### src/hdl/qrp_pkg.sv
// ----------------------------------------------------------------------------
// qrp_pkg: shared types and helpers for the quaternion point rotator
// Item formats, widths of the datapath and the rounding helpers.
// ----------------------------------------------------------------------------
package qrp_pkg;

    // steps of the root chain and the divider chain
    localparam int SQ_STEPS  = 31;
    localparam int DIV_STEPS = 25;
    localparam int REM_W     = 61;   // m2 << 28
    localparam int ROOT_W    = 31;
    localparam int DREM_W    = 56;
    localparam int T_W       = 36;   // rotated-once vector, Q.16
    localparam int N_W       = 26;   // normalized conjugate, Q.24

    typedef struct packed {
        logic signed [15:0] quat_w;
        logic signed [15:0] quat_x;
        logic signed [15:0] quat_y;
        logic signed [15:0] quat_z;
        logic signed [31:0] vec_x;
        logic signed [31:0] vec_y;
        logic signed [31:0] vec_z;
    } t_in;

    typedef struct packed {
        logic signed [31:0] out_x;
        logic signed [31:0] out_y;
        logic signed [31:0] out_z;
    } t_out;

    // data that rides along the cell chains
    typedef struct packed {
        logic signed [T_W-1:0] tw;
        logic signed [T_W-1:0] tx;
        logic signed [T_W-1:0] ty;
        logic signed [T_W-1:0] tz;
        logic [3:0]            neg;   // sign of each conjugate lane (w,x,y,z)
        logic                  zero;  // zero quaternion
    } t_side;

    typedef struct packed {
        t_side               side;
        logic [3:0][15:0]    mag;
        logic [REM_W-1:0]    rem;
        logic [ROOT_W-1:0]   root;
    } t_sq;

    typedef struct packed {
        t_side                     side;
        logic [ROOT_W-1:0]         dsr;
        logic [3:0][DREM_W-1:0]    rem;
        logic [3:0][DIV_STEPS-1:0] quo;
    } t_dv;

    // shift right by 14, ties away from zero
    function automatic logic signed [T_W-1:0] rnd14(input logic signed [49:0] v);
        logic [49:0] m;
        logic [49:0] q;
        m = v[49] ? 50'(-v) : 50'(v);
        q = (m + 50'(1 << 13)) >> 14;
        return v[49] ? -(T_W'(q)) : T_W'(q);
    endfunction

    // shift right by 24, ties away from zero, then clamp to 32 bits
    function automatic logic signed [31:0] rnd24_sat(input logic signed [63:0] v);
        logic [63:0]        m;
        logic [63:0]        q;
        logic signed [40:0] s;
        m = v[63] ? 64'(-v) : 64'(v);
        q = (m + 64'(1 << 23)) >> 24;
        s = v[63] ? -(41'(q)) : 41'(q);
        if (s > 41'sd2147483647) begin
            return 32'h7fff_ffff;
        end else if (s < -41'sd2147483648) begin
            return 32'h8000_0000;
        end
        return s[31:0];
    endfunction

endpackage

### src/hdl/qrp_sqrt_cell.sv
// ----------------------------------------------------------------------------
// qrp_sqrt_cell: one bit of the integer square root
// Tries to set root bit BIT against the running remainder, then registers.
// ----------------------------------------------------------------------------
module qrp_sqrt_cell #(
    parameter int BIT = 0
) (
    input  logic          i_clk,
    input  logic          i_rst_n,
    input  logic          i_vld,
    input  qrp_pkg::t_sq  i_d,
    output logic          o_vld,
    output qrp_pkg::t_sq  o_d
);

    localparam logic [62:0] SQ = 63'(1) << (2 * BIT);

    logic        r_vld;
    qrp_pkg::t_sq r_d;
    qrp_pkg::t_sq n_d;
    logic [62:0] trial;

    // (root + 2^BIT)^2 - root^2 = root*2^(BIT+1) + 2^(2*BIT)
    always_comb begin
        n_d   = i_d;
        trial = (63'(i_d.root) << (BIT + 1)) + SQ;
        if (63'(i_d.rem) >= trial) begin
            n_d.rem  = i_d.rem - trial[qrp_pkg::REM_W-1:0];
            n_d.root = i_d.root | (qrp_pkg::ROOT_W'(1) << BIT);
        end
    end

    always_ff @(posedge i_clk) begin
        if (!i_rst_n) begin
            r_vld <= 1'b0;
        end else begin
            r_vld <= i_vld;
        end
    end

    always_ff @(posedge i_clk) begin
        r_d <= n_d;
    end

    assign o_vld = r_vld;
    assign o_d   = r_d;

endmodule

### config.mk
export PLATFORM = sky130hd
export DESIGN_NAME = qrp_sqrt_cell
export DESIGN_NICKNAME = d
export VERILOG_FILES = /design/src/hdl/qrp_pkg.sv /design/src/hdl/qrp_sqrt_cell.sv
export SDC_FILE = /design/constraint.sdc
export NUM_CORES = 1
export LEC_CHECK = 0
export ABC_AREA = 0
export BUFFER_PORTS_ARGS = -buffer_cell sky130_fd_sc_hd__buf_4
export CAP_MARGIN = 40
export CORE_AREA = 2 2 236 238
export DETAILED_ROUTE_END_ITERATION = 16
export DIE_AREA = 0 0 238 240
export PLACE_DENSITY = 0.41
export SYNTH_ARGS = -nofsm -noshare
export SYNTH_HDL_FRONTEND = slang
export SYNTH_SLANG_ARGS = --single-unit
export TNS_END_PERCENT = 5
### constraint.sdc
create_clock -name i_clk -period 3.1 [get_ports i_clk]
set_clock_uncertainty 0.2 [all_clocks]
set_input_delay 0.465 -clock i_clk [delete_from_list [all_inputs] [get_ports i_clk]]
set_output_delay 0.465 -clock i_clk [all_outputs]
set_load 0.05 [all_outputs]
-- Word level (Yosys, flattened, before mapping)
Index checks and enable logic that the tools add are counted.
Widths: inputs -> output; s select.
- register bits: 306
- input port bits: 308
- output and inout bits: 306
- logic and storage cells: 18
- add/subtract/negate cells: 2
- order comparisons: 1
- multiplexer cells: 1
- operators with widths (operator ; count):
    $mux 92 ; 1
    $ge 61x33->1 ; 1
    $sub 61x33->61 ; 1
    $add 32x1->33 const B ; 1

-- Depth between registers and ports, before layout
Gate-level depths: netlist of run 1.
- depth in word-level cells: 3
- depth in mapped cells: 14
- gate-level depth less buffers: 12

-- Worst setup path before layout of run 1
No wires, ideal clock.
- kind: input to register
- start: input port i_d[2] in the netlist's numbering
- end: register r_d, in the netlist o_d[67]
- library setup time: 0.072 ns
- arrival: 3.132 ns
- data required time: 2.828 ns
- setup slack: -0.304 ns
- stages on the path: 13
- buffers on the path: 2
- path through: inv_1 > ha_1 > and3_1 > a221oi_2 > or3_4 > a211o_1 > a211o_1 > and2_4 > buf_6 > or3_4 > buf_6 > nor3b_2 > xor2_1
- RTL lines (element ; line ; text):
    start: declaration ; qrp_sqrt_cell.sv:11 ; input qrp_pkg::t_sq i_d,
    end signal: assignment ; qrp_sqrt_cell.sv:42 ; r_d <= n_d;
    end: declaration ; qrp_sqrt_cell.sv:19 ; qrp_pkg::t_sq r_d;

==> impl_metrics.py, run 1 <==
metrics = {
    "critical_path": {
        "start_kind": "primary input",
        "crit_path_frequent_cell": "buf_4",
        "cp-startpoint": "i_d[75]",
        "end_kind": "flip-flop",
        "path_cells": "dlygate4sd3_1 -> buf_4 -> or4_4 -> nor4_2 -> buf_4 -> and4_1 -> o21ai_1 -> nor2_1 -> and2_4 -> nor3_1 -> buf_4 -> nor4b_2 -> xor2_1",
        "cp.required_ns": 3.34,
        "cpPeakStageDelay_ns": 0.56,
        "arrival_ns": 3.19,
        "worstPathMaxFanout": 5,
        "worst-path-buf-inv": 4,
        "cpLargestDelayFamily": "simple AND/OR/NAND/NOR gates",
        "slowest_stage": "dlygate4sd3_1",
        "crit_type": "in2reg",
    },
    "clocking": {
        "cts_buffer_depth": 3,
        "clkTransAtPathRegs_ns": 0.06,
        "cts_tree": "done",
        "postCtsSetupBuffers": 0,
        "cts_sinks": 306,
        "cts_max_level": 2,
        "cts_made_buffers": 40,
        "clock-root-buffer": "clkbuf_16",
    },
    "timing": {
        "setup_viol_count_final": 0,
        "tns_ns": 0,
        "fin_crit_ns": 2.95,
        "worstMarginPinSlew_ns": 0.503,
        "hold_slack_ns": 0.0291,
        "rsz0062_at_grt": "no",
        "setup_slack_ns": 0.148,
        "final-max-slew-violation-count": 0,
        "hold_viol_final": 0,
        "timing.fmax_mhz": 339,
        "finalCritPeriodShare": 0.952,
        "maxSlewHeadroom": 0.661,
    },
    "route": {
        "wirelength_mm": 55.0,
        "dr.pass1.iters": 4,
        "ant_nets": 0,
        "vias_per_cell": 3.81,
        "drtIter0Drc": 262,
        "post_drt_wl_per_cell_um": 20.9,
        "vias": 10000,
        "drc": 0,
    },
    "global_route": {
        "grt_max_degree": 17,
        "grt_pass1_wl_mm": 75.2,
        "track_usage": 0.185,
        "antenna_found_initial": 20,
        "overflow": 0,
        "grt_pass1_vias": 10600,
    },
    "min_path": {
        "hold_path_class": "in2reg",
        "hp-start": "i_d[57]",
    },
    "layout": {
        "syn_to_final_growth_pct": 119,
        "final_net_count": 2230,
        "post-route-util": 0.371,
        "multi_input_area_um2": 2990,
        "seq_area_um2": 6130,
        "n_fill_cell": 5504,
        "layout-drive-gt1-share": 0.446,
        "fin_area_um2": 20300,
        "finalNonFillerCells": 2636,
    },
    "synthesis": {
        "ys_ff_latch": 306,
        "ys_warn_count": 0,
        "syn_avg_cell_area_um2": 11.4,
        "syn_inst": 810,
        "synthArstFlopShare": 0,
        "yosysSeqAreaShare": 0.662,
        "synthDistinctLibCells": 59,
        "synth_edf_count": 0,
        "synth_area_leaders": "dfxtp_1, ha_1, xor2_1",
        "synthTopCellsByCount": "dfxtp_1, nor2_1, nand2_1, a21oi_1, inv_1",
        "yosysMostFrequentCell": "dfxtp_1",
        "yosys.area.top_type": "dfxtp_1",
        "syn_area_um2": 9260,
        "yosys.area.top_type_share": 0.662,
        "synth_flop_cell": "dfxtp_1",
        "synth_nets": 1151,
    },
    "power_and_ir_drop": {
        "p_per_area_nw_per_um2": 602,
        "p_leak_nw": 9.51,
        "power_mw": 12.2,
        "peakVddDrop_mv": 0.324,
    },
    "place": {
        "dp.cells": 2255,
        "portBuffers": 613,
        "gp_congestion": 0.877,
        "place_area_um2": 15800,
        "post-dp-hpwl_mm": 44.8,
        "preCtsSetupSlack_ns": -0.368,
    },
    "floorplan": {
        "die_w_um": 238,
        "rows": 86,
        "core-area_um2": 54700,
        "die-area_um2": 57100,
        "start_util": 0.169,
        "dieHeight_um": 240,
        "ios": 614,
    },
    "outcome": {
        "status": "complete, no violations",
    },
    "run": {
        "cap_violations": 0,
    },
}
==> flip-flops by register name, indices dropped and copies added, names as in the netlist <==
| name | count |
|---|---|
| o_d | 305 |
| o_vld | 1 |
==> timing repair <==
action,in CTS,in global routing
resized for setup,0,6
hold buffers,296,0
hold endpoints to repair,296,0
setup endpoints to repair,0,9
==> cell type report <==
class | instances | share of cell area
Timing Repair Buffer | 1057 | 0.428
Sequential cell | 306 | 0.302
Multi-Input combinational cell | 442 | 0.147
Clock buffer | 58 | 0.0603
Tap cell | 704 | 0.0435
Clock inverter | 14 | 0.00834
Inverter | 42 | 0.00815
Antenna cell | 13 | 0.00161
==> cell families after synthesis <==
family,after synthesis,synth area share
XOR/XNOR,58,0.0549
AO/OA/AOI/OAI,141,0.0954
AND/OR/NAND/NOR,210,0.116
adder cells (fa/ha/maj),33,0.0454
buffers and inverters,62,0.0269
flip-flops,306,0.662
==> layer usage <==
metal  track usage  vias to the layer above  share of wire
met1         0.189                     4661           0.36
met3        0.0588                       95          0.071
met2         0.348                      342           0.53
met5             0                        -         0.0017
met4        0.0714                       16          0.038
li1              -                     4922              -
==> tightest hold or removal path: stages <==
cell	delay, ns
buf_4	0.09
nor2_1	0.04
nor2_1	0.14
==> final timing paths <==
path  endpoint  depth (start not counted)  slack (ns)
max    o_d[70]                         13        0.15
min    o_d[57]                          3        0.03
==> cell usage in the layout (no fill, tap or decap), drive strengths merged, types with 4 or more instances in the layout <==
master       netlist  routed
inv               42      44
xor2              34      34
a21oi             55      55
clkinv             0       7
o21ai             32      32
clkbuf            13      58
buf                7     761
xnor2             24      24
o21bai             5       5
nand3              9       9
a31oi              5       5
dfxtp            306     306
nand4             10      10
nor2              63      63
and2               5       5
and3               4       4
or4                5       5
nor4              14      14
nor4b              4       4
dlygate4sd3        0     296
nand2             60      60
or3                5       5
a21o              14      14
ha                32      32
nand2b             7       7
o21a               7       7
diode              0      13
nor3               9       9
==> report_power, final <==
| group | internal, mW | total, mW | switching (mW) |
|---|---|---|---|
| Combinational | 1.22 | 3.04 | 1.81 |
| Clock | 2.99 | 4.85 | 1.86 |
| Sequential | 4.23 | 4.32 | 0.0895 |
Note: power is estimated with default switching activity, not from simulation.
==> run 2, diff against run 1 <==
==> constraint.sdc (replaced) <==
create_clock -name i_clk -period 3.1 [get_ports i_clk]
set_clock_uncertainty 0.2 [all_clocks]
set_input_delay 0.31 -clock i_clk [delete_from_list [all_inputs] [get_ports i_clk]]
set_output_delay 0.31 -clock i_clk [all_outputs]
set_load 0.05 [all_outputs]
==> run 2 against run 1 <==
Net effect:
- critical path depth up 1
- final cell count down 1.1%
- fmax down 3.8%
- clock power down 5.2%
- cell area down 0.24%
- combinational power about the same
- non-clock buffer count down 16
- worst hold slack worse by 0.0086 ns
- critical path type unchanged
- power down 2.0%
- critical endpoint is now o_d[65]
==> impl_metrics.py, run 2 (same netlist as run 1, synthesis figures left out) <==
metrics = {
    "timing": {
        "setup_viol_count_final": 0,
        "fin_crit_ns": 3.07,
        "rsz0062_at_grt": "yes",
        "hold_viol_final": 0,
        "setup_slack_ns": 0.0306,
        "maxSlewHeadroom": 0.639,
        "finalCritPeriodShare": 0.990,
        "hold_slack_ns": 0.0205,
        "worstMarginPinSlew_ns": 0.535,
        "timing.fmax_mhz": 326,
        "final-max-slew-violation-count": 0,
    },
    "power_and_ir_drop": {
        "p_per_area_nw_per_um2": 592,
        "power_mw": 12.0,
        "p_leak_nw": 9.46,
        "peakVddDrop_mv": 0.338,
    },
    "layout": {
        "final_common_cell": "buf_4",
        "layout_common_cells": "buf_4, dfxtp_1, dlygate4sd3_1",
        "syn_to_final_growth_pct": 118,
        "layout-drive-gt1-share": 0.438,
        "largest_register_ffs": 305,
        "final_net_count": 2213,
    },
    "global_route": {
        "grt_pass1_vias": 10700,
        "grt_pass1_wl_mm": 75.8,
        "overflow": 0,
        "track_usage": 0.184,
        "grt_max_degree": 31,
        "antenna_found_initial": 7,
    },
    "clocking": {
        "cts_made_buffers": 39,
        "cts_sinks": 306,
        "clock-root-buffer": "clkbuf_16",
        "cts_buffer_depth": 3,
        "cts_max_level": 2,
        "clkTransAtPathRegs_ns": 0.06,
        "cts_tree": "done",
    },
    "floorplan": {
        "ios": 614,
        "die-area_um2": 57100,
        "dieHeight_um": 240,
        "core-area_um2": 54700,
        "die_w_um": 238,
        "start_util": 0.169,
        "rows": 86,
    },
    "critical_path": {
        "worstPathMaxFanout": 4,
        "end_kind": "flip-flop",
        "crit_type": "in2reg",
        "cp.required_ns": 3.36,
        "start_kind": "primary input",
        "arrival_ns": 3.33,
    },
    "route": {
        "drtIter0Drc": 254,
        "ant_nets": 0,
        "wirelength_mm": 55.1,
        "post_drt_wl_per_cell_um": 21.1,
        "vias": 10000,
        "drc": 0,
        "vias_per_cell": 3.84,
        "dr.pass1.iters": 4,
    },
    "outcome": {
        "status": "complete, no violations",
    },
    "min_path": {
        "hold_path_class": "in2reg",
    },
    "place": {
        "preCtsSetupSlack_ns": -0.172,
        "gp_congestion": 0.854,
        "portBuffers": 613,
        "post-dp-hpwl_mm": 44.2,
    },
    "run": {
        "cap_violations": 0,
    },
}
-- run 2: cell types whose count changed in the layout (fill, tap and decap cells not counted), sizes merged --
cell          before  now
buf              761  729
bufinv             3    4
clkbuf            58   46
clkinv             7   14
diode             13    5
dlygate4sd3      296  305
dlymetal6s4s       0    7
-- run 2: through the flow --
step | utilization | instance area [um2] | setup TNS [ns] | std cells
after floorplan | - | 9330 | 0 | 810
after global placement | 0.286 | 15600 | -1.25 | 2228
after detailed placement | 0.286 | 15600 | -1.67 | 2228
after CTS | 0.366 | 20000 | 0 | 2604
after global routing | 0.370 | 20200 | -0.0418 | 2606
final | 0.370 | 20200 | 0 | 2608
-- run 2: worst max-delay path: stages --
cell and delay, ns:
dlygate4sd3_1 0.54, buf_4 0.15, inv_1 0.06, fa_1 0.20, nor2b_1 0.07, o31a_1 0.29, o211ai_1 0.26, a31oi_1 0.17
o21ai_0 0.21, buf_4 0.17, nor4b_2 0.05, or3_4 0.35, a2111oi_4 0.31, xor2_1 0.19
-- run 2: per-layer routing --
layer,up-vias,part of all wire,track usage
li1,4872,-,-
met3,82,0.057,0.0429
met5,-,0.00074,0
met2,342,0.52,0.348
met1,4725,0.38,0.199
met4,6,0.036,0.0676
-- run 2: what timing repair did --
item / 4_1_cts / 5_1_grt
setup buffers: 0 / 2
endpoints found under the hold margin: 306 / 4
gates resized for setup: 0 / 36
hold buffers: 308 / 4
endpoints found under the setup margin: 0 / 45
-- run 2: cell type report --
class | count | area [um2]
clock inverters | 22 | 256
fillers | 5506 | 34500
diodes | 5 | 12.5
well taps | 704 | 881
flip-flops and latches | 306 | 6130
repair buffers | 1041 | 8640
clock buffers | 46 | 1030
inverters | 42 | 158
multi-input cells | 442 | 3110
-- run 2: where the power goes --
part | internal [mW] | leakage [nW] | switching, mW
combinational | 1.22 | 6.24 | 1.82
clock | 2.74 | 0.634 | 1.87
sequential | 4.23 | 2.58 | 0.0958
total | 8.18 | 9.46 | 3.78
-- run 2: final timing paths --
kind,start,endpoint,slack (ns),cells after the start
min,i_d[36],o_d[36],0.02,3
max,i_d[31],o_d[65],0.03,14
