===== config.mk =====
export PLATFORM = sky130hd
export DESIGN_NAME = qrp_div_cell
export DESIGN_NICKNAME = d
export VERILOG_FILES = /design/src/hdl/qrp_pkg.sv /design/src/hdl/qrp_div_cell.sv
export SDC_FILE = /design/constraint.sdc
export NUM_CORES = 1
export LEC_CHECK = 0
export BUFFER_PORTS_ARGS = -buffer_cell sky130_fd_sc_hd__buf_2
export CORE_AREA = 10 10 390 392
export CTS_CLUSTER_DIAMETER = 30
export DETAILED_ROUTE_END_ITERATION = 16
export DIE_AREA = 0 0 400 402
export PLACE_DENSITY = 0.33
export SYNTH_ARGS = -nofsm -noshare
export SYNTH_HDL_FRONTEND = slang
export SYNTH_SLANG_ARGS = --single-unit

===== constraint.sdc =====
create_clock -name i_clk -period 3.37 [get_ports i_clk]
set_input_delay 0.5055 -clock i_clk [delete_from_list [all_inputs] [get_ports i_clk]]
set_output_delay 0.5055 -clock i_clk [all_outputs]
set_load 0.01 [all_outputs]

===== src/hdl/qrp_pkg.sv =====
// ----------------------------------------------------------------------------
// qrp_pkg: shared types and helpers for the quaternion point rotator
// Item formats, widths of the datapath and the rounding helpers.
// ----------------------------------------------------------------------------
package qrp_pkg;

    // steps of the root chain and the divider chain
    localparam int SQ_STEPS  = 31;
    localparam int DIV_STEPS = 25;
    localparam int REM_W     = 61;   // m2 << 28
    localparam int ROOT_W    = 31;
    localparam int DREM_W    = 56;
    localparam int T_W       = 36;   // rotated-once vector, Q.16
    localparam int N_W       = 26;   // normalized conjugate, Q.24

    typedef struct packed {
        logic signed [15:0] quat_w;
        logic signed [15:0] quat_x;
        logic signed [15:0] quat_y;
        logic signed [15:0] quat_z;
        logic signed [31:0] vec_x;
        logic signed [31:0] vec_y;
        logic signed [31:0] vec_z;
    } t_in;

    typedef struct packed {
        logic signed [31:0] out_x;
        logic signed [31:0] out_y;
        logic signed [31:0] out_z;
    } t_out;

    // data that rides along the cell chains
    typedef struct packed {
        logic signed [T_W-1:0] tw;
        logic signed [T_W-1:0] tx;
        logic signed [T_W-1:0] ty;
        logic signed [T_W-1:0] tz;
        logic [3:0]            neg;   // sign of each conjugate lane (w,x,y,z)
        logic                  zero;  // zero quaternion
    } t_side;

    typedef struct packed {
        t_side               side;
        logic [3:0][15:0]    mag;
        logic [REM_W-1:0]    rem;
        logic [ROOT_W-1:0]   root;
    } t_sq;

    typedef struct packed {
        t_side                     side;
        logic [ROOT_W-1:0]         dsr;
        logic [3:0][DREM_W-1:0]    rem;
        logic [3:0][DIV_STEPS-1:0] quo;
    } t_dv;

    // shift right by 14, ties away from zero
    function automatic logic signed [T_W-1:0] rnd14(input logic signed [49:0] v);
        logic [49:0] m;
        logic [49:0] q;
        m = v[49] ? 50'(-v) : 50'(v);
        q = (m + 50'(1 << 13)) >> 14;
        return v[49] ? -(T_W'(q)) : T_W'(q);
    endfunction

    // shift right by 24, ties away from zero, then clamp to 32 bits
    function automatic logic signed [31:0] rnd24_sat(input logic signed [63:0] v);
        logic [63:0]        m;
        logic [63:0]        q;
        logic signed [40:0] s;
        m = v[63] ? 64'(-v) : 64'(v);
        q = (m + 64'(1 << 23)) >> 24;
        s = v[63] ? -(41'(q)) : 41'(q);
        if (s > 41'sd2147483647) begin
            return 32'h7fff_ffff;
        end else if (s < -41'sd2147483648) begin
            return 32'h8000_0000;
        end
        return s[31:0];
    endfunction

endpackage


===== src/hdl/qrp_div_cell.sv =====
// ----------------------------------------------------------------------------
// qrp_div_cell: one quotient bit for all four conjugate lanes
// Restoring division step against the divisor (the root) shifted to bit BIT.
// ----------------------------------------------------------------------------
module qrp_div_cell #(
    parameter int BIT = 0
) (
    input  logic          i_clk,
    input  logic          i_rst_n,
    input  logic          i_vld,
    input  qrp_pkg::t_dv  i_d,
    output logic          o_vld,
    output qrp_pkg::t_dv  o_d
);

    logic         r_vld;
    qrp_pkg::t_dv r_d;
    qrp_pkg::t_dv n_d;
    logic [qrp_pkg::DREM_W-1:0] dsr;

    // compare and subtract per lane
    always_comb begin
        n_d = i_d;
        dsr = qrp_pkg::DREM_W'(i_d.dsr) << BIT;
        for (int k = 0; k < 4; k++) begin
            if (i_d.rem[k] >= dsr) begin
                n_d.rem[k]      = i_d.rem[k] - dsr;
                n_d.quo[k][BIT] = 1'b1;
            end
        end
    end

    always_ff @(posedge i_clk) begin
        if (!i_rst_n) begin
            r_vld <= 1'b0;
        end else begin
            r_vld <= i_vld;
        end
    end

    always_ff @(posedge i_clk) begin
        r_d <= n_d;
    end

    assign o_vld = r_vld;
    assign o_d   = r_d;

endmodule

### Word level (Yosys, flattened, before mapping)

Cells that the tools add are included.
W data, S select, Z words.

* add/sub/neg operators: 4
* multiplexer cells: 4
* $lt $le $gt $ge: 4

Operators by type and width (count)
* $ge A56 B31 Y1: 4
* $mux W56: 4
* $sub A56 B31 Y56: 4

* logic and storage cells: 32
* output and inout bits: 505
* bits of input ports: 507
* register bits: 505

### Logic depth before layout (Yosys ltp)

Gate-level depths: netlist of run 1.

* depth in word-level cells: 2
* mapped depth: 13
* gate-level depth less buffers: 12

### Worst setup path after synthesis of run 1

Ideal clock, no wire load.

* path kind: input port to flip-flop
* from: in i_d[156] (netlist bit)
* to: reg r_d (netlist bit o_d[203])
* stages on the path: 13
* slack: -0.013 ns
* arrival: 3.312 ns
* data required time: 3.298 ns
* cells stage by stage: inv_1 -> ha_1 -> fa_1 -> nor2b_1 -> o311a_1 -> o21ai_0 -> a21oi_1 -> a311oi_1 -> or3_4 -> or4_4 -> buf_6 -> nor4_4 -> xor2_1

RTL lines
* from (decl): RTL line qrp_div_cell.sv:11 `input qrp_pkg::t_dv i_d,`
* to (signal assigned): RTL line qrp_div_cell.sv:42 `r_d <= n_d;`
* to (decl): RTL line qrp_div_cell.sv:17 `qrp_pkg::t_dv r_d;`

==> metrics.md, run 1 <==
| Metric | Value |
|---|---|
| Result of the run | `complete, no violations` |
| Critical path buffer and inverter count | `4` |
| Setup crit end kind | `flip-flop` |
| Register cell area after layout | `10100 um2` |
| Drt first-iter violations | `1157` |
| Routed wirelength normalized by instance count | `25.8 um` |
| Category of cells accounting for the largest share of critical-path delay | `buffers and inverters` |
| Post-Syn Instances | `2213` |
| Portion of total power attributed to sequential cells | `24.6%` |
| Max transition margin | `39.0%` |
| Number of rows in the core area | `140` |
| Global Route Usage Sum | `19.5%` |
| Hpwl dp | `140000 um` |
| Worst path cell trace | `dlygate4sd3_1 > buf_2 > ha_1 > buf_4 > nand4_1 > nor4_1 > buf_4 > a21oi_1 > o21a_1 > nand3_2 > o211ai_1 > a2111o_2 > nor4_2 > xor2_1` |
| Area occupied by multi-input gates | `10600 um2` |
| Maximum vdd ir drop | `0.446 mV` |
| Leading cell types in the layout, fill and taps excluded | `sky130_fd_sc_hd__buf_2, sky130_fd_sc_hd__dfxtp_1, sky130_fd_sc_hd__buf_4, sky130_fd_sc_hd__dlygate4sd3_1, sky130_fd_sc_hd__a21oi_1` |
| Critical path's largest stage delay | `0.63 ns` |
| PwrDens | `between 600 and 700 nW/um2` |
| Via/cell ratio | `3.94` |
| Slew at the pin with the worst max-slew slack | `0.907 ns` |
| Synthesized Nets | `2848` |
| Initial Utilization | `14.6%` |
| Placed cells | `5572` |
| Port Buffers | `just over 1000` |
| Vert. Die Dim | `roughly 400 um` |
| Most common library cell in the layout ignoring fill and taps | `sky130_fd_sc_hd__buf_2` |
| Netlist area before placement | `between 20000 and 25000 um2` |
| Combinational share of power | `18.3%` |
| Setup TNS | `0 ns` |
| FILL cells | `roughly 15000` |
| Final hold slack | `0.0740 ns` |
| Maximum count of clock buffers along a single path | `3` |
| Drt first pass iters | `5` |
| Share of the synthesized area in the top cell type | `between 40 and 50%` |
| Number of routed nets with antenna violations | `0` |
| Net total in the final layout | `4903` |
| CP max-delay cell | `sky130_fd_sc_hd__dlygate4sd3_1` |
| Critical Path AT | `4.01 ns` |
| Period Utilization, post-route | `98.1%` |
| Worst min-delay path category | `input pin to flip-flop` |
| Share of the yosys chip area belonging to registers | `47.9%` |
| Psw | `7.74 mW` |
| Power after layout | `27.6 mW` |
| Primary flip-flop cell chosen by synthesis mapping | `sky130_fd_sc_hd__dfxtp_1` |
| Placed Instance Area | `32200 um2` |
| Syn Area/Cell | `9.53 um2` |
| Clock root buffer | `sky130_fd_sc_hd__clkbuf_16` |
| Total via count after detailed routing | `25000` |
| Setup violators final | `0` |
| Share of async-settable or async-resettable flops after synthesis | `0%` |
| Achievable frequency | `0.302 GHz` |
| LEAKAGE | `19.8 nW` |
| Startpoint class of the critical path | `input pin` |
| Net switching fraction of the power | `28.1%` |
| Count of max-cap constraint violations | `0` |
| Proportion of layout cells with a drive suffix above 1 | `42.4%` |
| Area growth, synth to finish | `103%` |
| Core area | `145000 um2` |
| WP data required | `approximately 4.1 ns` |
| #FFs+latches synth | `about 510` |
| Count of final hold-check violations | `0` |
| Number of library cell types mapped by synthesis | `86` |
| Classification of the worst setup path | `input pin to flip-flop` |
| Antenna violations before repair | `68` |
| Total Routed Length | `163000 um` |
| TritonCTS clock tree | `yes` |
| Clk slew on worst S/H paths | `about 0.04 ns` |
| Num ports | `slightly above 1000` |
| Number of global-route vias before repair | `26600` |
| Count of flip-flops with a built-in enable after synthesis | `0` |
| Clock power share | `57.1%` |
| H-tree Lvls | `4` |
| Non-filler cells, final | `6335` |
| Wire length of the first global-routing pass | `approximately 220000 um` |
| GPL Wtd Cong | `0.854` |
| Top cell type by total area after synthesis | `sky130_fd_sc_hd__dfxtp_1` |
| Time the worst path needs with I/O delays and setup | `3.31 ns` |
| Clock sink count | `505` |
| Post-route cell area | `about 43000 um2` |
| Count of yosys warnings during synthesis | `0` |
| Num CTS Buffers | `157` |
| Total congestion overflow | `0` |
| Maximum number of pins on one net before global-route repair | `35` |
| Main area contributors after synthesis | `sky130_fd_sc_hd__dfxtp_1, sky130_fd_sc_hd__ha_1, sky130_fd_sc_hd__a21oi_1, sky130_fd_sc_hd__xor2_1, sky130_fd_sc_hd__xnor2_1` |
| Drc violations | `0` |
| Final Slew Violations | `0` |
| Die ar. | `161000 um2` |
| Largest fanout on the critical path | `8` |
| Most numerous cell on the critical path | `sky130_fd_sc_hd__buf_4` |
| P_int | `19.9 mW` |
| Die X | `400 um` |
power groups by stage:
stage	Sequential, mW	Clock [mW]	Combinational (mW)
after CTS	6.80	16.1	5.12
final	6.78	15.8	5.05
after global placement	6.88	0	4.64
after detailed placement	6.88	0	4.60
after floorplan	7.16	0	1.44
after global routing	6.83	16.5	5.44
cells by family after synthesis:
logic type	share of synthesized area (%)
buffers and inverters	2.78
flip-flops	47.9
AND/OR/NAND/NOR	16.3
multiplexers	1.06
XOR/XNOR	8.55
AO/OA/AOI/OAI	15.6
adder cells (fa/ha/maj)	7.74
cell usage after synthesis (4+ instances only):
cell type	number
sky130_fd_sc_hd__and3_1	17
sky130_fd_sc_hd__and4_1	4
sky130_fd_sc_hd__a311oi_1	5
sky130_fd_sc_hd__nor2b_1	18
sky130_fd_sc_hd__a21o_1	41
sky130_fd_sc_hd__clkbuf_1	40
sky130_fd_sc_hd__and2_1	9
sky130_fd_sc_hd__nand3b_1	9
sky130_fd_sc_hd__o21ai_0	114
sky130_fd_sc_hd__o21bai_1	32
sky130_fd_sc_hd__xor2_1	104
sky130_fd_sc_hd__a31oi_1	17
sky130_fd_sc_hd__nand3_1	47
sky130_fd_sc_hd__nor3_1	54
sky130_fd_sc_hd__nand2_1	139
sky130_fd_sc_hd__dfxtp_1	505
sky130_fd_sc_hd__nor4_1	39
sky130_fd_sc_hd__or4_1	15
sky130_fd_sc_hd__a21boi_0	6
sky130_fd_sc_hd__inv_1	76
sky130_fd_sc_hd__mux2_2	12
sky130_fd_sc_hd__or3b_2	4
sky130_fd_sc_hd__xnor2_1	102
sky130_fd_sc_hd__o21a_1	12
sky130_fd_sc_hd__buf_2	23
sky130_fd_sc_hd__or3_1	25
sky130_fd_sc_hd__o31ai_1	14
sky130_fd_sc_hd__a211oi_1	14
sky130_fd_sc_hd__nand2b_1	25
sky130_fd_sc_hd__or2_2	8
sky130_fd_sc_hd__fa_1	4
sky130_fd_sc_hd__mux2_1	7
sky130_fd_sc_hd__ha_1	124
sky130_fd_sc_hd__o211ai_1	12
sky130_fd_sc_hd__a211o_1	5
sky130_fd_sc_hd__nand4_1	44
sky130_fd_sc_hd__o2111ai_1	5
sky130_fd_sc_hd__a2111oi_0	6
sky130_fd_sc_hd__nor2_1	190
sky130_fd_sc_hd__a21oi_1	214
stage by stage:
step / setup slack (ns) / utilization, %
2_1_floorplan: 0.00353 / -
4_1_cts: 0.00535 / 29.4
5_1_grt: -0.0132 / 29.6
6_report: 0.0631 / 29.6
3_3_place_gp: -0.595 / 22.3
3_5_place_dp: -0.666 / 22.3
metal layers:
layer / vias up / track usage, % / wire, um
li1: 12100 / - / -
met1: 11600 / 22.1 / 64500
met2: 950 / 33.3 / 78700
met3: 281 / 6.13 / 12400
met4: 36 / 8.71 / 7410
met5: - / 0 / 225
sequential cells by signal, summed over array words and instances, names as in the netlist:
name	flops
o_vld	1
o_d	504
area by class of cell:
cell class,instances,share of cell area (%)
well taps,1917,5.61
inverters,76,0.667
multi-input cells,1564,24.8
diodes,19,0.111
clock buffers,200,10.1
flip-flops and latches,505,23.6
clock inverters,90,3.36
repair buffers,1964,31.7
timing repair:
action / 4_1_cts / 5_1_grt
setup buffers: 0 / 3
hold endpoints to repair: 450 / 0
hold buffers: 451 / 0
endpoints found under the setup margin: 0 / 94
resized for setup: 0 / 42
tightest hold or removal path: stages:
cell	delay [ns]
sky130_fd_sc_hd__buf_2	0.14
sky130_fd_sc_hd__nand2_1	0.06
sky130_fd_sc_hd__o21ai_0	0.06
final timing paths:
kind,startpoint,end,slack (ns),depth (start not counted)
worst max-delay path,i_d[281],o_d[310]$_DFF_P_,0.06,14
worst min-delay path,i_d[166],o_d[166]$_DFF_P_,0.07,3
(Power assumes the default switching activity.)
==> run 2: changes to the inputs <==
- CORE_AREA: 10 10 390 392 -> 3 3 394 396
- DIE_AREA: 0 0 400 402 -> 0 0 397 399
- PLACE_DENSITY: 0.33 -> 0.32
==> metrics.md, run 2 (synthesis gave the netlist of run 1 again) <==
| Metric | Value |
|---|---|
| Achievable frequency | `0.309 GHz (was 0.302 GHz)` |
| Number of global-route vias before repair | `25900 (was 26600)` |
| Drc violations | `0 (unchanged)` |
| WP data required | `4.05 ns (was 4.07 ns)` |
| Worst min-delay path category | `input pin to flip-flop (unchanged)` |
| Max transition margin | `50.8% (was 39.0%)` |
| Number of rows in the core area | `143 (was 140)` |
| Worst Hold End | `o_d[225]$_DFF_P_ (was o_d[166]$_DFF_P_)` |
| Antenna violations before repair | `85 (was 68)` |
| Final Slew Violations | `0 (unchanged)` |
| LEAKAGE | `19.8 nW (about the same)` |
| Num CTS Buffers | `163 (was 157)` |
| Classification of the worst setup path | `input pin to flip-flop (unchanged)` |
| Most used routing layer | `met2 (unchanged)` |
| Flip-flop count of the largest register after layout | `504 (unchanged)` |
| Core area | `152000 um2 (was 145000 um2)` |
| Time the worst path needs with I/O delays and setup | `3.24 ns (was 3.31 ns)` |
| Most common library cell in the layout ignoring fill and taps | `sky130_fd_sc_hd__buf_2 (unchanged)` |
| Critical Path AT | `3.92 ns (was 4.01 ns)` |
| Clk slew on worst S/H paths | `0.04 ns (about the same)` |
| Setup violators final | `0 (unchanged)` |
| Drt first pass iters | `5 (unchanged)` |
| Drt first-iter violations | `1255 (was 1157)` |
| Total Routed Length | `163000 um (about the same)` |
| PwrDens | `628 nW/um2 (was 645 nW/um2)` |
| Area growth, synth to finish | `103% (about the same)` |
| H-tree Lvls | `4 (unchanged)` |
| Met1 GRT Util | `22.8% (was 22.1%)` |
| TritonCTS clock tree | `yes (unchanged)` |
| Count of final hold-check violations | `0 (unchanged)` |
| Post-route cell area | `42800 um2 (about the same)` |
| Clock sink count | `505 (unchanged)` |
| Hpwl dp | `140000 um (about the same)` |
| Startpoint class of the critical path | `input pin (unchanged)` |
| Unrepaired setup endpoints after global routing | `no` |
| GPL Wtd Cong | `0.882 (was 0.854)` |
| Port Buffers | `1011 (unchanged)` |
| Net total in the final layout | `4922 (was 4903)` |
| FILL cells | `16400 (was 15500)` |
| Clock root buffer | `sky130_fd_sc_hd__clkbuf_16 (unchanged)` |
| Maximum vdd ir drop | `0.438 mV (was 0.446 mV)` |
| Routed wirelength normalized by instance count | `25.2 um (was 25.8 um)` |
| Die ar. | `158000 um2 (was 161000 um2)` |
| Leading cell types in the layout, fill and taps excluded | `sky130_fd_sc_hd__buf_2, sky130_fd_sc_hd__dfxtp_1, sky130_fd_sc_hd__buf_4, sky130_fd_sc_hd__dlygate4sd3_1, sky130_fd_sc_hd__a21oi_1 (unchanged)` |
| Result of the run | `complete, no violations (unchanged)` |
| Proportion of layout cells with a drive suffix above 1 | `42.1% (was 42.4%)` |
| Met3 usage in global routing | `6.37% (was 6.13%)` |
| Vert. Die Dim | `399 um (was 402 um)` |
| Total congestion overflow | `0 (unchanged)` |
| Maximum number of pins on one net before global-route repair | `44 (was 35)` |
| GR Layer Usage met2 | `33.8% (was 33.3%)` |
| Pre-CTS worst setup slack | `-0.718 ns (was -0.666 ns)` |
| Number of routed nets with antenna violations | `0 (unchanged)` |
| Slew at the pin with the worst max-slew slack | `0.732 ns (was 0.907 ns)` |
| Initial Utilization | `13.9% (was 14.6%)` |
| Largest fanout on the critical path | `10 (was 8)` |
| Period Utilization, post-route | `96.1% (was 98.1%)` |
| Final worst slack | `0.131 ns (was 0.0631 ns)` |
| Via/cell ratio | `3.87 (was 3.94)` |
| Num ports | `1012 (unchanged)` |
| Global Route Usage Sum | `19.8% (was 19.5%)` |
| Count of max-cap constraint violations | `0 (unchanged)` |
| Total via count after detailed routing | `25100 (was 25000)` |
| Cell depth of the worst hold path | `3 (unchanged)` |
| Setup crit end kind | `flip-flop (unchanged)` |
| Maximum count of clock buffers along a single path | `3 (unchanged)` |
| Hold wc startpoint | `i_d[225] (was i_d[166])` |
| Die X | `397 um (was 400 um)` |
| Wire length of the first global-routing pass | `214000 um (was 219000 um)` |
| Placed Instance Area | `32500 um2 (was 32200 um2)` |
## run 2: cell count changes in the layout (fill, tap and decap cells not counted), sizes merged
cell	previous run	this run
buf	1513	1525
bufinv	25	11
clkbuf	200	228
clkinv	47	43
clkinvlp	14	12
diode	19	23
dlygate4sd3	450	452
dlymetal6s4s	1	0
inv	80	78
## run 2: layer usage
metal	vias to the layer above	part of all wire, %
li1	12100	-
met1	11700	40
met2	930	48
met3	252	7.2
met4	22	4.3
met5	-	0.079
## run 2: timing repair
| item | CTS | global route |
|---|---|---|
| hold buffers | 452 | 0 |
| buffers inserted | 0 | 3 |
| endpoints found under the setup margin | 0 | 68 |
| endpoints found under the hold margin | 451 | 0 |
| resized for setup | 0 | 21 |
## run 2: through the flow
step | hold slack [ns] | utilization, % | setup TNS [ns] | power, mW | cells
after detailed placement | 0.609 | 21.4 | -63.71 | 11.5 | 5697
after CTS | 0.000373 | 28.1 | 0 | 27.4 | 6445
final | 0.0677 | 28.2 | 0 | 26.9 | 6471
after global placement | 0.607 | 21.4 | -61.85 | 11.5 | 5697
after global routing | 0.0277 | 28.2 | 0 | 28.1 | 6453
after floorplan | 0.533 | - | 0 | 8.61 | 2213
## run 2: critical path, cell delays in order
cell,delay (ns)
sky130_fd_sc_hd__dlygate4sd3_1,0.52
sky130_fd_sc_hd__buf_2,0.12
sky130_fd_sc_hd__inv_1,0.06
sky130_fd_sc_hd__buf_12,0.15
sky130_fd_sc_hd__buf_4,0.18
sky130_fd_sc_hd__ha_1,0.29
sky130_fd_sc_hd__nor2b_2,0.18
sky130_fd_sc_hd__nand3_2,0.14
sky130_fd_sc_hd__or3_1,0.38
sky130_fd_sc_hd__or2_2,0.32
sky130_fd_sc_hd__o211ai_4,0.28
sky130_fd_sc_hd__nand4_2,0.16
sky130_fd_sc_hd__buf_12,0.18
sky130_fd_sc_hd__nor3_1,0.20
sky130_fd_sc_hd__xor2_1,0.20
## run 2: layout make-up
class	count	area [um2]	share of cell area (%)
multi-input combinational	1564	10500	24.6
antenna	23	57.6	0.134
timing repair buffer	1977	13700	32.1
clock buffer	228	4690	10.9
tap	2030	2540	5.93
sequential	505	10100	23.6
inverter	76	285	0.666
clock inverter	68	902	2.11
## run 2: worst max path at each step
stage	startpoint	end	slack, ns	cells after the start
4_1_cts	i_d[354]	o_d[141]$_DFF_P_	0.003	17
6_report	i_d[354]	o_d[153]$_DFF_P_	0.13	15
3_3_place_gp	i_d[324]	o_d[310]$_DFF_P_	-0.75	12
3_5_place_dp	i_d[324]	o_d[314]$_DFF_P_	-0.72	12
2_1_floorplan	i_d[156]	o_d[203]$_DFF_P_	0.004	13
5_1_grt	i_d[336]	o_d[187]$_DFF_P_	0.004	16
## run 2: report_power, final
group          leakage, nW  internal (mW)  switching [mW]
combinational         12.8           2.27            2.76
clock                 2.71           10.5            4.61
sequential            4.26           6.60           0.187
total                 19.8           19.3            7.56
==> run 3: changes to the inputs <==
- ABC_AREA: default -> 1
- PLACE_DENSITY: 0.32 -> 0.37
- SKIP_LAST_GASP: default -> 1
==> metrics.md, run 3 <==
| Metric | Value |
|---|---|
| Classification of the worst setup path | `input pin to flip-flop (unchanged)` |
| Share of async-settable or async-resettable flops after synthesis | `0% (unchanged)` |
| Worst min-delay path category | `input pin to flip-flop (unchanged)` |
| Startpoint class of the critical path | `input pin (unchanged)` |
| Number of library cell types mapped by synthesis | `43 (was 86)` |
| Buffers inserted by post-CTS timing repair | `0 (unchanged)` |
| Synth Area in Compound Gates | `5.89% (was 15.6%)` |
| Result of the run | `complete, no violations (unchanged)` |
| Count leader, synth | `sky130_fd_sc_hd__nand2_1 (was sky130_fd_sc_hd__dfxtp_1)` |
| Count of flip-flops with a built-in enable after synthesis | `0 (unchanged)` |
| Main area contributors after synthesis | `sky130_fd_sc_hd__dfxtp_1, sky130_fd_sc_hd__nand2_1, sky130_fd_sc_hd__inv_1, sky130_fd_sc_hd__nor2_1, sky130_fd_sc_hd__ha_1 (was sky130_fd_sc_hd__dfxtp_1, sky130_fd_sc_hd__ha_1, sky130_fd_sc_hd__a21oi_1, sky130_fd_sc_hd__xor2_1, sky130_fd_sc_hd__xnor2_1)` |
| Main combinational cell family by area after synthesis | `simple AND/OR/NAND/NOR gates (unchanged)` |
| Max transition margin | `52.1% (was 50.8%)` |
| GPL Wtd Cong | `0.999 (was 0.882)` |
| Area growth, synth to finish | `62.9% (was 103%)` |
| Maximum number of pins on one net before global-route repair | `30 (was 44)` |
| Count of max-cap constraint violations | `0 (unchanged)` |
| Core area | `152000 um2 (unchanged)` |
| Period Utilization, post-route | `91.2% (was 96.1%)` |
| Port Buffers | `1011 (unchanged)` |
| Clock power share | `54.8% (was 56.1%)` |
| Synthesized Nets | `5047 (was 2848)` |
| Combinational share of power | `19.5% (was 18.7%)` |
| Setup TNS | `0 ns (unchanged)` |
| Proportion of layout cells with a drive suffix above 1 | `24.7% (was 42.1%)` |
| Flip-flop count of the largest register after layout | `504 (unchanged)` |
| Number of routed nets with antenna violations | `0 (unchanged)` |
| Critical path buffer and inverter count | `6 (unchanged)` |
| Share of the synthesized area in the top cell type | `35.7% (was 47.9%)` |
| Share of the yosys chip area belonging to registers | `35.7% (was 47.9%)` |
| PwrDens | `578 nW/um2 (was 628 nW/um2)` |
| Number of instances resized during post-cts repair | `0 (unchanged)` |
| Clk slew on worst S/H paths | `0.04 ns (about the same)` |
| Primary flip-flop cell chosen by synthesis mapping | `sky130_fd_sc_hd__dfxtp_1 (unchanged)` |
| H-tree Lvls | `4 (unchanged)` |
| Clock sink count | `505 (unchanged)` |
| Post-synthesis share of cell area spent on full adders, half adders and majority gates | `5.77% (was 7.74%)` |
| Count of yosys warnings during synthesis | `0 (unchanged)` |
| Via/cell ratio | `4.15 (was 3.87)` |
| Critical Path AT | `3.74 ns (was 3.92 ns)` |
| Portion of total power attributed to sequential cells | `25.7% (was 25.2%)` |
| Vert. Die Dim | `399 um (unchanged)` |
| Num CTS Buffers | `153 (was 163)` |
| Net switching fraction of the power | `30.7% (was 28.1%)` |
| Leading cell types in the layout, fill and taps excluded | `sky130_fd_sc_hd__nand2_1, sky130_fd_sc_hd__buf_2, sky130_fd_sc_hd__inv_1, sky130_fd_sc_hd__dfxtp_1, sky130_fd_sc_hd__nor2_1 (was sky130_fd_sc_hd__buf_2, sky130_fd_sc_hd__dfxtp_1, sky130_fd_sc_hd__buf_4, sky130_fd_sc_hd__dlygate4sd3_1, sky130_fd_sc_hd__a21oi_1)` |
| P_int | `18.5 mW (was 19.3 mW)` |
| XOR/XNOR share of the synthesized area | `2.75% (was 8.55%)` |
| #FFs+latches synth | `505 (unchanged)` |
| Hpwl dp | `182000 um (was 140000 um)` |
| Pre-CTS worst setup slack | `0.118 ns (was -0.718 ns)` |
| Post-Syn Instances | `4412 (was 2213)` |
| Drc violations | `0 (unchanged)` |
| Top cell type by total area after synthesis | `sky130_fd_sc_hd__dfxtp_1 (unchanged)` |
| Worst path cell trace | `dlygate4sd3_1 > buf_2 > inv_1 > ha_1 > nand2_1 > inv_1 > a21oi_1 > nand2_1 > nand2_1 > nand3_2 > nand2_4 > nand2_4 > inv_4 > buf_12 > nand2_1 > o21ai_0 (was dlygate4sd3_1 > buf_2 > inv_1 > buf_12 > buf_4 > ha_1 > nor2b_2 > nand3_2 > or3_1 > or2_2 > o211ai_4 > nand4_2 > buf_12 > nor3_1 > xor2_1)` |
| Global Route Usage Sum | `25.7% (was 19.8%)` |
| Setup crit end kind | `flip-flop (unchanged)` |
| TritonCTS clock tree | `yes (unchanged)` |
| Number of global-route vias before repair | `34400 (was 25900)` |
| Antenna violations before repair | `41 (was 85)` |
| Routed wirelength normalized by instance count | `25.5 um (was 25.2 um)` |
| Drt first-iter violations | `2314 (was 1255)` |
| Most numerous cell on the critical path | `sky130_fd_sc_hd__nand2_1 (was sky130_fd_sc_hd__buf_12)` |
| Clock root buffer | `sky130_fd_sc_hd__clkbuf_16 (unchanged)` |
| Largest fanout on the critical path | `20 (was 10)` |
| Category of cells accounting for the largest share of critical-path delay | `buffers and inverters (was simple AND/OR/NAND/NOR gates)` |
| Total congestion overflow | `0 (unchanged)` |
| Psw | `8.19 mW (was 7.56 mW)` |
| Maximum count of clock buffers along a single path | `3 (unchanged)` |
| Die ar. | `158000 um2 (unchanged)` |
| Count of final hold-check violations | `0 (unchanged)` |
| FILL cells | `16900 (was 16400)` |
| Placed Instance Area | `36400 um2 (was 32500 um2)` |
| Die X | `397 um (unchanged)` |
| Setup violators final | `0 (unchanged)` |
| Most common library cell in the layout ignoring fill and taps | `sky130_fd_sc_hd__nand2_1 (was sky130_fd_sc_hd__buf_2)` |
| CP max-delay cell | `sky130_fd_sc_hd__dlygate4sd3_1 (unchanged)` |
| Most used standard cells in the synthesized netlist | `sky130_fd_sc_hd__nand2_1, sky130_fd_sc_hd__inv_1, sky130_fd_sc_hd__dfxtp_1, sky130_fd_sc_hd__nor2_1, sky130_fd_sc_hd__nand3_1 (was sky130_fd_sc_hd__dfxtp_1, sky130_fd_sc_hd__a21oi_1, sky130_fd_sc_hd__nor2_1, sky130_fd_sc_hd__nand2_1, sky130_fd_sc_hd__ha_1)` |
| Achievable frequency | `0.325 GHz (was 0.309 GHz)` |
| Multiplexer share of the synthesized area | `0% (was 1.06%)` |
| LEAKAGE | `23.7 nW (was 19.8 nW)` |
| Total Routed Length | `210000 um (was 163000 um)` |
| Drt first pass iters | `7 (was 5)` |
| Net total in the final layout | `6703 (was 4922)` |
| Critical path's largest stage delay | `0.63 ns (was 0.52 ns)` |
| Syn Area/Cell | `6.41 um2 (was 9.53 um2)` |
| WP data required | `4.03 ns (was 4.05 ns)` |
| Post-route cell area | `46100 um2 (was 42800 um2)` |
| Number of rows in the core area | `143 (unchanged)` |
| Final worst slack | `0.297 ns (was 0.131 ns)` |
| Slew at the pin with the worst max-slew slack | `0.717 ns (was 0.732 ns)` |
| Simple logic cell fraction of the synthesized area | `37.6% (was 16.3%)` |
| Unrepaired setup endpoints after global routing | `no (unchanged)` |
| Initial Utilization | `18.6% (was 13.9%)` |
| Time the worst path needs with I/O delays and setup | `3.07 ns (was 3.24 ns)` |
| Netlist area before placement | `28300 um2 (was 21100 um2)` |
| Num ports | `1012 (unchanged)` |
| Total via count after detailed routing | `34100 (was 25100)` |
| Final Slew Violations | `0 (unchanged)` |
| Wire length of the first global-routing pass | `279000 um (was 214000 um)` |
| Maximum vdd ir drop | `0.462 mV (was 0.438 mV)` |
==> run 3: final timing paths <==
check,to,cells after the start,start
worst min-delay path,o_d[231]$_DFF_P_,3,i_d[231]
worst max-delay path,o_d[183]$_DFF_P_,16,i_d[331]
==> run 3: per-stage QoR <==
step	util (%)	hold WS [ns]	instances	power, mW
floorplan	-	0.533	4412	9.05
global placement	23.9	0.608	7507	11.8
detailed placement	23.9	0.609	7507	11.8
CTS	30.3	0.000388	8218	27.1
global route	30.3	0.0213	8221	27.8
finish	30.3	0.0687	8233	26.7
==> run 3: per-layer routing <==
metal	GRT usage [%]	up-vias	part of all wire [%]
met1	30.4	15600	41
met2	41.9	1359	45
met5	0	-	0.077
met4	16.0	24	7.0
li1	-	16800	-
met3	6.13	361	6.5
==> run 3: kinds of logic after synthesis <==
group | Yosys count
fa+ha+maj | 128
flops | 505
buf+inv | 853
compound gates | 257
simple gates | 2580
xor+xnor | 89
==> run 3: power by group through the flow <==
stage / clock, mW / sequential (mW) / combinational (mW)
floorplan: 0 / 7.13 / 1.92
global placement: 0 / 6.98 / 4.83
detailed placement: 0 / 6.96 / 4.80
CTS: 14.9 / 6.88 / 5.27
global route: 15.2 / 6.90 / 5.63
finish: 14.6 / 6.86 / 5.20
==> run 3: final cells by class <==
class                   count  area [um2]  share of cell area, %
multi-input cells        3054       14700                   31.9
repair buffers           1537       10300                   22.3
flip-flops and latches    505       10100                   21.9
clock buffers             213        4360                   9.47
inverters                 817        3080                   6.68
well taps                2030        2540                   5.51
clock inverters            62         970                   2.10
diodes                     15        37.5                 0.0814
==> run 3: repair_timing <==
action,CTS,global route
endpoints found under the hold margin,435,0
endpoints found under the setup margin,0,0
hold buffers,436,0
